### config.mk
export PLATFORM = sky130hd
export DESIGN_NAME = ipd_frame_deframer_unit
export DESIGN_NICKNAME = d
export VERILOG_FILES = /design/src/rtl/core/ipd_pkg.sv /design/src/rtl/core/ipd_frame_deframer_unit.sv
export VERILOG_INCLUDE_DIRS = /design/src /design/src/rtl/core
export SDC_FILE = /design/constraint.sdc
export NUM_CORES = 1
export LEC_CHECK = 0
export BUFFER_PORTS_ARGS = -buffer_cell sky130_fd_sc_hd__buf_2
export CORE_MARGIN = 3
export CORE_UTILIZATION = 60
export DETAILED_ROUTE_END_ITERATION = 10
export GPL_ROUTABILITY_DRIVEN = 1
export GPL_TIMING_DRIVEN = 0
export PLACE_DENSITY = 0.8
export SETUP_SLACK_MARGIN = 0.2
export SYNTH_ARGS = -nofsm -noshare
export SYNTH_HDL_FRONTEND = slang
export SYNTH_SLANG_ARGS = --single-unit
### constraint.sdc
create_clock -name clk_i -period 6.7 [get_ports clk_i]
set_input_delay 1.34 -clock clk_i [delete_from_list [all_inputs] [get_ports clk_i]]
set_output_delay 1.34 -clock clk_i [all_outputs]
set_load 0.01 [all_outputs]
### src/rtl/core/assert_macros.svh
// Assertion macros for the deframer RTL.
// Included by modules that carry concurrent checks; expects clk_i and rst_ni in scope.
`ifndef ASSERT_MACROS_SVH
`define ASSERT_MACROS_SVH

// Same-cycle implication, disabled while reset is asserted.
`define ASSERT_IMPL(lbl, ante, cons) \
  lbl: assert property (@(posedge clk_i) disable iff (!rst_ni) (ante) |-> (cons)) \
    else $error("assertion failed: same-cycle implication");

// Next-cycle implication, disabled while reset is asserted.
`define ASSERT_NEXT(lbl, ante, cons) \
  lbl: assert property (@(posedge clk_i) disable iff (!rst_ni) (ante) |=> (cons)) \
    else $error("assertion failed: next-cycle implication");

`endif

### src/rtl/core/ipd_pkg.sv
// Package for the IPD frame deframer: header characters, match positions,
// result kinds and default parameters. No dependencies.
`default_nettype none

package ipd_pkg;

  localparam int unsigned ByteW    = 8;
  localparam int unsigned LinkW    = 4;
  localparam int unsigned LenW     = 16;
  localparam int unsigned PosW     = 4;
  localparam int unsigned DigCntW  = 3;
  localparam int unsigned MaxDigitsDefault = 5;

  // Header characters
  localparam logic [ByteW-1:0] CharPlus  = 8'h2B;  // '+'
  localparam logic [ByteW-1:0] CharI     = 8'h49;  // 'I'
  localparam logic [ByteW-1:0] CharP     = 8'h50;  // 'P'
  localparam logic [ByteW-1:0] CharD     = 8'h44;  // 'D'
  localparam logic [ByteW-1:0] CharComma = 8'h2C;  // ','
  localparam logic [ByteW-1:0] CharZero  = 8'h30;  // '0'
  localparam logic [ByteW-1:0] CharNine  = 8'h39;  // '9'
  localparam logic [ByteW-1:0] CharColon = 8'h3A;  // ':'

  localparam logic [LinkW-1:0] LinkMax = 4'd9;

  // Match positions
  localparam logic [PosW-1:0] PosHunt    = 4'd0;
  localparam logic [PosW-1:0] PosI       = 4'd1;
  localparam logic [PosW-1:0] PosP       = 4'd2;
  localparam logic [PosW-1:0] PosD       = 4'd3;
  localparam logic [PosW-1:0] PosComma1  = 4'd4;
  localparam logic [PosW-1:0] PosLink    = 4'd5;
  localparam logic [PosW-1:0] PosComma2  = 4'd6;
  localparam logic [PosW-1:0] PosDigits  = 4'd7;
  localparam logic [PosW-1:0] PosPayload = 4'd8;

  // Result kinds (tuser)
  localparam logic KindHeader  = 1'b0;
  localparam logic KindPayload = 1'b1;

endpackage

`default_nettype wire

### src/rtl/core/ipd_frame_deframer_unit.sv
// IPD frame deframer top level: input register, header/length/payload
// decode, result register. Depends on ipd_pkg and assert_macros.svh.
`default_nettype none
`include "assert_macros.svh"

// Usage
// - Slave stream (s_axis_*): one received byte per transfer in tdata[7:0].
// - Master stream (m_axis_*): one result per transfer. tuser is the kind
//   (0 header, 1 payload byte), tlast marks the final result of a frame.
//   Header results carry the decoded length, payload results the byte.
// - cfg_we_i/cfg_wdata_i write link_id; write only while the block is idle.
// - The block hunts for "+IPD,<link>,", takes up to MAX_DIGITS decimal
//   digits to ':', emits the header, then passes that many payload bytes.
//   Any mismatch, bad digit, too many digits or length over 65535 drops
//   back to hunting without a result. A zero length ends the frame on the
//   header result itself.
// - A byte lands in the input register at its transfer edge; its result is
//   then registered in the result register, from which it is transferred.
//   One byte per cycle while the receiver takes the results; the per-byte
//   decode is a compare, a times-ten add or a decrement.
// - Stall: while the receiver holds a waiting result, one more byte waits in
//   the input register and s_axis_tready_o drops (it follows m_axis_tready_i).
// - Reset: link_id = 0, hunting, both registers empty.
module ipd_frame_deframer_unit #(
  parameter int unsigned MAX_DIGITS = ipd_pkg::MaxDigitsDefault
) (
  input  wire logic                        clk_i,
  input  wire logic                        rst_ni,
  // config
  input  wire logic                        cfg_we_i,
  input  wire logic [ipd_pkg::LinkW-1:0]   cfg_wdata_i,     // link_id
  // slave stream
  input  wire logic                        s_axis_tvalid_i,
  output logic                             s_axis_tready_o,
  input  wire logic [7:0]                  s_axis_tdata_i,  // [7:0] rx_byte
  // master stream
  output logic                             m_axis_tvalid_o,
  input  wire logic                        m_axis_tready_i,
  output logic [23:0]                      m_axis_tdata_o,  // [15:0] frame_length,
                                                            // [23:16] payload_byte
  output logic                             m_axis_tuser_o,  // [0] kind
  output logic                             m_axis_tlast_o
);
  import ipd_pkg::*;

  localparam int unsigned AccW = LenW + 4;  // holds 65535*10+9

  logic [LinkW-1:0]   link_q;

  // input register
  logic               in_vld_q;
  logic [ByteW-1:0]   in_byte_q;

  // decode state
  logic [PosW-1:0]    pos_q, pos_d;
  logic [LenW-1:0]    acc_q, acc_d;
  logic [DigCntW-1:0] dcnt_q, dcnt_d;
  logic [LenW-1:0]    rem_q, rem_d;

  // result register
  logic               out_vld_q;
  logic               out_kind_q;
  logic [LenW-1:0]    out_len_q;
  logic [ByteW-1:0]   out_byte_q;
  logic               out_last_q;

  // result of the current byte
  logic               res_vld;
  logic               res_kind;
  logic [LenW-1:0]    res_len;
  logic [ByteW-1:0]   res_byte;
  logic               res_last;

  logic               adv;
  logic               is_digit;
  logic [AccW-1:0]    acc_next;
  logic [ByteW-1:0]   link_char;

  // Byte in the input register moves on when the result slot is free or draining.
  assign adv             = in_vld_q && (!out_vld_q || m_axis_tready_i);
  assign s_axis_tready_o = !in_vld_q || adv;

  assign is_digit  = (in_byte_q >= CharZero) && (in_byte_q <= CharNine);
  // acc*10 + digit as two shifts and adds
  assign acc_next  = AccW'({acc_q, 3'b000}) + AccW'({acc_q, 1'b0})
                   + AccW'(in_byte_q - CharZero);
  assign link_char = CharZero + ByteW'(link_q);

  always_comb begin
    pos_d    = pos_q;
    acc_d    = acc_q;
    dcnt_d   = dcnt_q;
    rem_d    = rem_q;
    res_vld  = 1'b0;
    res_kind = KindHeader;
    res_len  = '0;
    res_byte = '0;
    res_last = 1'b0;
    unique case (pos_q)
      PosI, PosP, PosD, PosComma1: begin
        if ((pos_q == PosI      && in_byte_q == CharI) ||
            (pos_q == PosP      && in_byte_q == CharP) ||
            (pos_q == PosD      && in_byte_q == CharD) ||
            (pos_q == PosComma1 && in_byte_q == CharComma)) begin
          pos_d = pos_q + PosW'(1);
        end else begin
          pos_d = PosHunt;
          acc_d = '0; dcnt_d = '0; rem_d = '0;
        end
      end
      PosLink: begin
        if (link_q <= LinkMax && in_byte_q == link_char) begin
          pos_d = PosComma2;
        end else begin
          pos_d = PosHunt;
          acc_d = '0; dcnt_d = '0; rem_d = '0;
        end
      end
      PosComma2: begin
        if (in_byte_q == CharComma) begin
          pos_d  = PosDigits;
          acc_d  = '0;
          dcnt_d = '0;
        end else begin
          pos_d = PosHunt;
          acc_d = '0; dcnt_d = '0; rem_d = '0;
        end
      end
      PosDigits: begin
        if (in_byte_q == CharColon) begin
          res_vld  = 1'b1;
          res_kind = KindHeader;
          res_len  = acc_q;
          res_last = (acc_q == '0);
          if (acc_q == '0) begin
            pos_d = PosHunt;
            acc_d = '0; dcnt_d = '0; rem_d = '0;
          end else begin
            rem_d = acc_q;
            pos_d = PosPayload;
          end
        end else if (!is_digit || 32'(dcnt_q) >= MAX_DIGITS ||
                     acc_next > AccW'(2**LenW - 1)) begin
          pos_d = PosHunt;
          acc_d = '0; dcnt_d = '0; rem_d = '0;
        end else begin
          acc_d  = acc_next[LenW-1:0];
          dcnt_d = dcnt_q + DigCntW'(1);
        end
      end
      PosPayload: begin
        res_vld  = 1'b1;
        res_kind = KindPayload;
        res_byte = in_byte_q;
        res_last = (rem_q <= LenW'(1));
        if (rem_q <= LenW'(1)) begin
          pos_d = PosHunt;
          acc_d = '0; dcnt_d = '0; rem_d = '0;
        end else begin
          rem_d = rem_q - LenW'(1);
        end
      end
      default: begin
        // hunting, and any unused position
        acc_d  = '0;
        dcnt_d = '0;
        rem_d  = '0;
        pos_d  = (in_byte_q == CharPlus) ? PosI : PosHunt;
      end
    endcase
  end

  // config register
  always_ff @(posedge clk_i or negedge rst_ni) begin
    if (!rst_ni) begin
      link_q <= '0;
    end else if (cfg_we_i) begin
      link_q <= cfg_wdata_i;
    end
  end

  // input register
  always_ff @(posedge clk_i or negedge rst_ni) begin
    if (!rst_ni) begin
      in_vld_q <= 1'b0;
    end else if (s_axis_tready_o) begin
      in_vld_q <= s_axis_tvalid_i;
    end
  end

  always_ff @(posedge clk_i) begin
    if (s_axis_tready_o && s_axis_tvalid_i) begin
      in_byte_q <= s_axis_tdata_i;
    end
  end

  // decode state, advanced once per byte
  always_ff @(posedge clk_i or negedge rst_ni) begin
    if (!rst_ni) begin
      pos_q  <= PosHunt;
      acc_q  <= '0;
      dcnt_q <= '0;
      rem_q  <= '0;
    end else if (adv) begin
      pos_q  <= pos_d;
      acc_q  <= acc_d;
      dcnt_q <= dcnt_d;
      rem_q  <= rem_d;
    end
  end

  // result register
  always_ff @(posedge clk_i or negedge rst_ni) begin
    if (!rst_ni) begin
      out_vld_q <= 1'b0;
    end else if (adv) begin
      out_vld_q <= res_vld;
    end else if (m_axis_tready_i) begin
      out_vld_q <= 1'b0;
    end
  end

  always_ff @(posedge clk_i) begin
    if (adv && res_vld) begin
      out_kind_q <= res_kind;
      out_len_q  <= res_len;
      out_byte_q <= res_byte;
      out_last_q <= res_last;
    end
  end

  assign m_axis_tvalid_o = out_vld_q;
  assign m_axis_tdata_o  = {out_byte_q, out_len_q};
  assign m_axis_tuser_o  = out_kind_q;
  assign m_axis_tlast_o  = out_last_q;

  // checks
  `ASSERT_NEXT(a_last_hunts, adv && res_vld && res_last, pos_q == PosHunt)
  `ASSERT_IMPL(a_payload_rem, pos_q == PosPayload, rem_q != '0)
  `ASSERT_IMPL(a_hdr_from_digits, adv && res_vld && res_kind == KindHeader,
               pos_q == PosDigits)
  `ASSERT_NEXT(a_held_byte, in_vld_q && !adv, in_vld_q)

endmodule

`default_nettype wire
==> results of run 1 <==
Yosys cell counts, types with 6 or more instances:
cell / count
a21o_1: 6
a21oi_1: 29
a31oi_1: 13
and2_1: 21
and3_1: 10
clkbuf_1: 9
dfrtp_1: 45
edfxtp_1: 34
fa_1: 15
ha_1: 33
inv_1: 19
nand2_1: 30
nand3_1: 9
nand4_1: 6
nor2_1: 28
nor3_1: 7
nor4_1: 9
o21ai_0: 34
o21ai_1: 11
o31ai_1: 14
xnor2_1: 11
xor2_1: 8
routing by layer:
metal  vias to the layer above  share of wire [%]  GRT usage (%)
met3                        12                7.5           5.89
li1                       1838                  -              -
met4                         0               0.93           5.14
met1                      1889                 43           36.8
met5                         -                  0              0
met2                       156                 48           42.0
cells in the final DEF (no fill, tap or decap), drive strengths merged, types with 7 or more instances in the layout:
cell    Yosys  layout
and2       21      21
nor3        7       7
o31ai      14      14
nand3       9       9
o21ai      45      45
and3       10      10
fa         15      15
edfxtp     34      34
dfrtp      45      45
a31oi      13      13
nand2      30      30
nor2       28      28
nor4        9       9
buf         7      53
xnor2      11      11
ha         33      33
xor2        8       8
clkbuf     10      20
inv        19      20
a21oi      29      29
registers in the layout, summed over array words and instances (netlist names):
signal,count
m_axis_tlast_o,1
m_axis_tuser_o,1
in_vld_q,1
pos_q,4
acc_q,16
in_byte_q,8
dcnt_q,3
m_axis_tvalid_o,1
out_len_q,16
out_byte_q,8
rem_q,16
link_q,4
cells by family after synthesis:
| kind of cell | Yosys count | synth area share, % |
|---|---|---|
| xor gates and xnor gates | 19 | 3.38 |
| buffers and inverters | 36 | 3.31 |
| AOI/OAI and AO/OA | 132 | 17.3 |
| adders and majority gates | 48 | 14.5 |
| DFF | 79 | 43.7 |
| muxes | 4 | 0.916 |
| and+or+nand+nor | 150 | 17.0 |
worst max-delay path, cell delays in order, from the launching register on:
cell and delay [ns]:
edfxtp_1 0.49, ha_1 0.36, nor3_2 0.41, buf_6 0.23
fa_1 0.44, ha_1 0.37, and3_1 0.23, nor2b_1 0.13
a211oi_1 0.47, o221ai_1 0.19, xor2_1 0.20, a2111oi_4 0.57
or2_2 0.20, buf_2 0.16, buf_2 0.23, o21ai_0 0.12
power breakdown:
group          total [mW]  switching, mW  internal (mW)  leakage (nW)
Sequential          0.520        0.00955          0.511         0.877
Clock               0.350          0.179          0.171        0.0888
Combinational      0.0976         0.0591         0.0385          1.42
worst min path at each step:
stage,from,slack (ns),depth (start not counted),endpoint
after floorplan,rem_q[12],0.47,2,rem_q[12]
after CTS,dcnt_q[2],0.54,2,dcnt_q[2]
final,link_q[0],0.54,1,link_q[0]
after global routing,link_q[0],0.55,1,link_q[0]
after detailed placement,rem_q[12],0.52,2,rem_q[12]
after global placement,rem_q[12],0.49,2,rem_q[12]
layout make-up:
type / count / area share (%)
Buffer: 17 / 1.67
Tap cell: 102 / 2.33
Multi-Input combinational cell: 353 / 47.7
Sequential cell: 79 / 39.1
Timing Repair Buffer: 46 / 4.49
Inverter: 19 / 1.30
Clock inverter: 5 / 1.07
Clock buffer: 10 / 2.33
per-stage QoR:
| step | instance area (um2) | total power [mW] | std cells | setup WS (ns) |
|---|---|---|---|---|
| detailed placement | 5300 | 0.627 | 616 | 1.85 |
| global route | 5490 | 1.01 | 631 | 1.47 |
| floorplan | 4920 | 0.594 | 468 | 1.91 |
| CTS | 5490 | 0.971 | 631 | 1.80 |
| finish | 5490 | 0.968 | 631 | 1.76 |
| global placement | 5270 | 0.621 | 614 | 0.902 |
==> impl_summary.txt, run 1 <==
----------------------------------------------------
[Outcome]
  Status ... complete, no violations

[Floorplan]
  Row count ... 32
  Core Region ... 7850 um2
  Area of the die ... 9320 um2
  Io pins ... 45
  Height of the die ... 96.5 um
  Width of the die ... 96.5 um
  Starting density of the core ... 62.7%

[Timing]
  Setup-failing EPs final ... 0
  Final setup TNS ... 0 ns
  Fin crit period ... 4.94 ns
  Setup skew after layout ... 0.0211 ns
  Slew of the pin with the lowest slew margin ... 1.12 ns
  Hold Worst Slack ... 0.536 ns
  Post-route clock period utilization ... 73.8%
  Worst rel slew slack ... 24.2%
  Hold Violations, Final ... 0
  Final slew viol count ... 0
  Achievable frequency ... 202 MHz
  RSZ-0062 raised after global routing ... false

[Yosys]
  Fraction of synthesis flops using an asynchronous set or reset pin ... 57.0%
  Most instantiated flip-flop cell in the synthesis netlist ... dfrtp_1
  Leading cell types by total area after synthesis ... dfrtp_1, edfxtp_1, ha_1
  Yosys Warn Count ... 0
  Cell area after synthesis ... 4920 um2
  Synthesized Nets ... 533
  Area share of the largest cell type after synthesis ... 22.9%
  Post-synthesis register bit count ... 79
  Mean post-synth cell area ... 10.5 um2
  Count of flip-flops with a built-in enable after synthesis ... 34
  Number of unique standard cell types used by synthesis ... 59
  Share of synthesized area occupied by flip-flops and latches ... 43.7%
  Cells after synthesis ... 468
  Post-synthesis cell type with the largest combined area ... dfrtp_1

[Cells and area]
  Area growth, synth to finish ... 11.6%
  Fill count ... 611
  Footprint of the multi-input gates ... 2620 um2
  Number of nets in the final layout ... 590
  Final core area utilization ... 69.9%
  Antenna diode count ... 0
  Share of cells above drive strength 1 ... 15.7%
  Combined flip-flop and latch cell area ... 2150 um2

[Placement]
  Post-DP HPWL ... 8500 um
  Count of buffers inserted at the top-level ports ... 44
  Routability-driven placement congestion ratio ... 0.918

[Setup path]
  Crit-path max FO ... 10
  Worst Setup Start Kind ... flop
  Capturing point of the worst reg2reg path ... rem_q[15]
  Data required time at the worst endpoint ... 6.92 ns
  Count of cells along the worst register-to-register path ... 15
  Last element of the critical path ... rem_q[15]
  First element of the critical path ... in_byte_q[4]
  Beginning of the worst register-to-register path ... in_byte_q[4]
  Crit path capture type ... flop
  Critical path arrival ... 5.16 ns
  Minimum setup slack among reg-to-reg paths ... 1.76 ns
  Type of the worst setup path ... flop to flop

[Pwr]
  VDD IR max ... 0.128 mV
  Cell area power density ... 176 nW/um2
  Lkg Pwr ... 2.38 nW

[CTS]
  Clock tree from TritonCTS ... done
  CTS Hold Buffers Added ... 0
  Clock tree buffer depth ... 2
  Number of levels the H-tree was split into ... 3
  Number of gates resized after CTS ... 0
  Buffers inserted during post-CTS setup optimization ... 0
  Clock insertion delay at the later pin of the skew report ... 0.36 ns
  Clock transition at the registers of the reported paths ... 0.08 ns
  Clock Sinks ... 79
  Library cell used as clock root buffer ... clkbuf_8
  CTS Buf Count ... 9

[Global route]
  Maximum number of pins on one net before global-route repair ... 46
  Number of global-route vias before repair ... 3,790
  GRT Overall Usage ... 26.2%
  Wire length of the first global-routing pass ... 18,600 um
  Congestion Overflow GR ... 0
  Initial antenna violation count ... 0

[Routing]
  Wire per inst ... 17.8 um
  Number of antenna-violating nets in the routed design ... 0
  First-pass iteration count of the detailed router ... 4
  Overall via count from detail_route ... 3,895
  Post-detailed-route via-to-cell ratio ... 6.17
  Number of DRC violations after detailed routing ... 0
  Detailed-route wire length ... 11,200 um
  First-iteration detailed-routing DRC count ... 258

[Flow run]
  Reported max-cap violation count ... 0

[Hold path]
  Hold WC Path Type ... flop to flop

----------------------------------------------------
(Power assumes the default switching activity.)
==> inputs of run 2 (changes only) <==
Clock period 6.7 ns to 4.68 ns, I/O delays scaled along.
==> run 2 against run 1 <==
  * First-iteration DRC count shrank 5.8%
  * Design area grew 2.4%
  * Fmax grew 16%
  * Largest cell class unchanged
  * Via count grew 0.80%
  * Clock power grew 75%
  * Power grew 55%
  * Combinational power grew 50%
  * Global-route usage grew 0.32 points
  * Core utilization grew 1.7 points
==> impl_summary.txt, run 2 (same netlist as run 1, synthesis figures left out) <==
----------------------------------------------------
[CTS]
  Number of levels the H-tree was split into ... 3
  Clock tree from TritonCTS ... done
  Clock transition at the registers of the reported paths ... 0.08 ns
  Clock insertion delay at the later pin of the skew report ... 0.36 ns
  Clock Sinks ... 79
  Library cell used as clock root buffer ... clkbuf_8
  CTS Buf Count ... 9
  Clock tree buffer depth ... 2
  CTS Hold Buffers Added ... 0

[Setup path]
  Type of the worst setup path ... flop to flop
  Crit-path max FO ... 10
  Worst Setup Start Kind ... flop
  Crit path capture type ... flop
  Count of cells along the worst register-to-register path ... 17
  Minimum setup slack among reg-to-reg paths ... 0.41 ns
  Critical path arrival ... 4.49 ns
  Data required time at the worst endpoint ... 4.90 ns

[Cells and area]
  Leading cell type in the layout, fill and taps excluded ... buf_2
  Antenna diode count ... 0
  Share of cells above drive strength 1 ... 16.9%
  Number of nets in the final layout ... 594
  Area of all placed cells without fillers ... 5620 um2
  Top flop regs ... acc_q: 16 flops, out_len_q: 16 flops, rem_q: 16 flops
  Final core area utilization ... 71.6%
  Area growth, synth to finish ... 14.2%
  Post-route insts no fill ... 636
  Most frequent cells in the layout ... buf_2, dfrtp_1, edfxtp_1

[Placement]
  Pre-CTS setup slack ... -0.562 ns
  Post-DP HPWL ... 8680 um
  Cells after DPL ... 615
  Routability-driven placement congestion ratio ... 0.902
  Count of buffers inserted at the top-level ports ... 44
  DP Area ... 5290 um2

[Timing]
  Final setup TNS ... 0 ns
  Post-route clock period utilization ... 91.2%
  Fin crit period ... 4.27 ns
  Hold Violations, Final ... 0
  Worst rel slew slack ... 17.3%
  Achievable frequency ... 234 MHz
  RSZ-0062 raised after global routing ... false
  Final slew viol count ... 0
  Setup-failing EPs final ... 0
  Setup skew after layout ... 0.0182 ns
  Hold Worst Slack ... 0.523 ns
  Post-route setup slack ... 0.410 ns
  Slew of the pin with the lowest slew margin ... 1.22 ns

[Hold path]
  Hold WC Path Type ... flop to flop
  Number of cells on the worst hold path ... 1

[Outcome]
  Status ... complete, no violations

[Pwr]
  VDD IR max ... 0.175 mV
  Cell area power density ... 268 nW/um2
  Lkg Pwr ... 2.44 nW
  Power after layout ... 1.50 mW

[Global route]
  Wire length of the first global-routing pass ... 18,700 um
  Maximum number of pins on one net before global-route repair ... 46
  Initial antenna violation count ... 0
  GRT Overall Usage ... 26.5%
  Number of global-route vias before repair ... 3,919
  Congestion Overflow GR ... 0

[Routing]
  First-pass iteration count of the detailed router ... 5
  Detailed-route wire length ... 11,500 um
  Wire per inst ... 18.1 um
  Overall via count from detail_route ... 3,926
  Post-detailed-route via-to-cell ratio ... 6.17
  Number of DRC violations after detailed routing ... 0
  First-iteration detailed-routing DRC count ... 243
  Number of antenna-violating nets in the routed design ... 0

[Floorplan]
  Io pins ... 45
  Core Region ... 7850 um2
  Width of the die ... 96.5 um
  Starting density of the core ... 62.7%
  Area of the die ... 9320 um2
  Height of the die ... 96.5 um
  Row count ... 32

[Flow run]
  Reported max-cap violation count ... 0

----------------------------------------------------
run 2: what timing repair did:
item	CTS	global route
pin swaps	2	0
endpoints found under the setup margin	39	34
buffers inserted	5	0
gates resized for setup	1	6
run 2: final timing paths:
check	start	endpoint
setup reg to reg	in_byte_q[4]	rem_q[15]
max in group asynchronous	rst_ni	acc_q[10]
min in group asynchronous	rst_ni	rem_q[9]
hold reg to reg	dcnt_q[0]	dcnt_q[0]
setup / recovery	in_byte_q[4]	rem_q[15]
hold / removal	dcnt_q[0]	dcnt_q[0]
run 2: worst max-delay path, cell delays in order, from the launching register on:
cell       delay (ns)
edfxtp_1         0.51
ha_4             0.25
nor3_4           0.20
buf_12           0.15
buf_12           0.11
fa_1             0.40
ha_1             0.37
nand3_1          0.17
nor2_1           0.08
and3_1           0.16
a21bo_2          0.21
or3_1            0.35
a2111oi_4        0.35
buf_4            0.20
or2_2            0.11
buf_2            0.16
clkbuf_4         0.22
o21ai_0          0.11
run 2: metal layers:
metal	part of all wire [%]	global-route usage, %	vias to the layer above	wire length [um]
li1	-	-	1859	-
met1	43	36.1	1896	5000
met2	49	42.8	147	5610
met3	6.1	4.80	24	700
met4	1.8	9.00	0	204
met5	0	0	-	0
run 2: layout make-up:
cell class                      count  area, um2
Buffer                             17       93.8
Clock buffer                       11        131
Clock inverter                      5        106
Fill cell                         587       2230
Inverter                           19       71.3
Multi-Input combinational cell    353       2640
Sequential cell                    79       2150
Tap cell                          102        128
Timing Repair Buffer               50        298
run 2: report_power, final:
part | total (mW) | leakage [nW] | internal, mW | switching [mW]
logic | 0.146 | 1.45 | 0.0608 | 0.0856
clock network | 0.612 | 0.114 | 0.357 | 0.255
registers | 0.746 | 0.877 | 0.731 | 0.0149
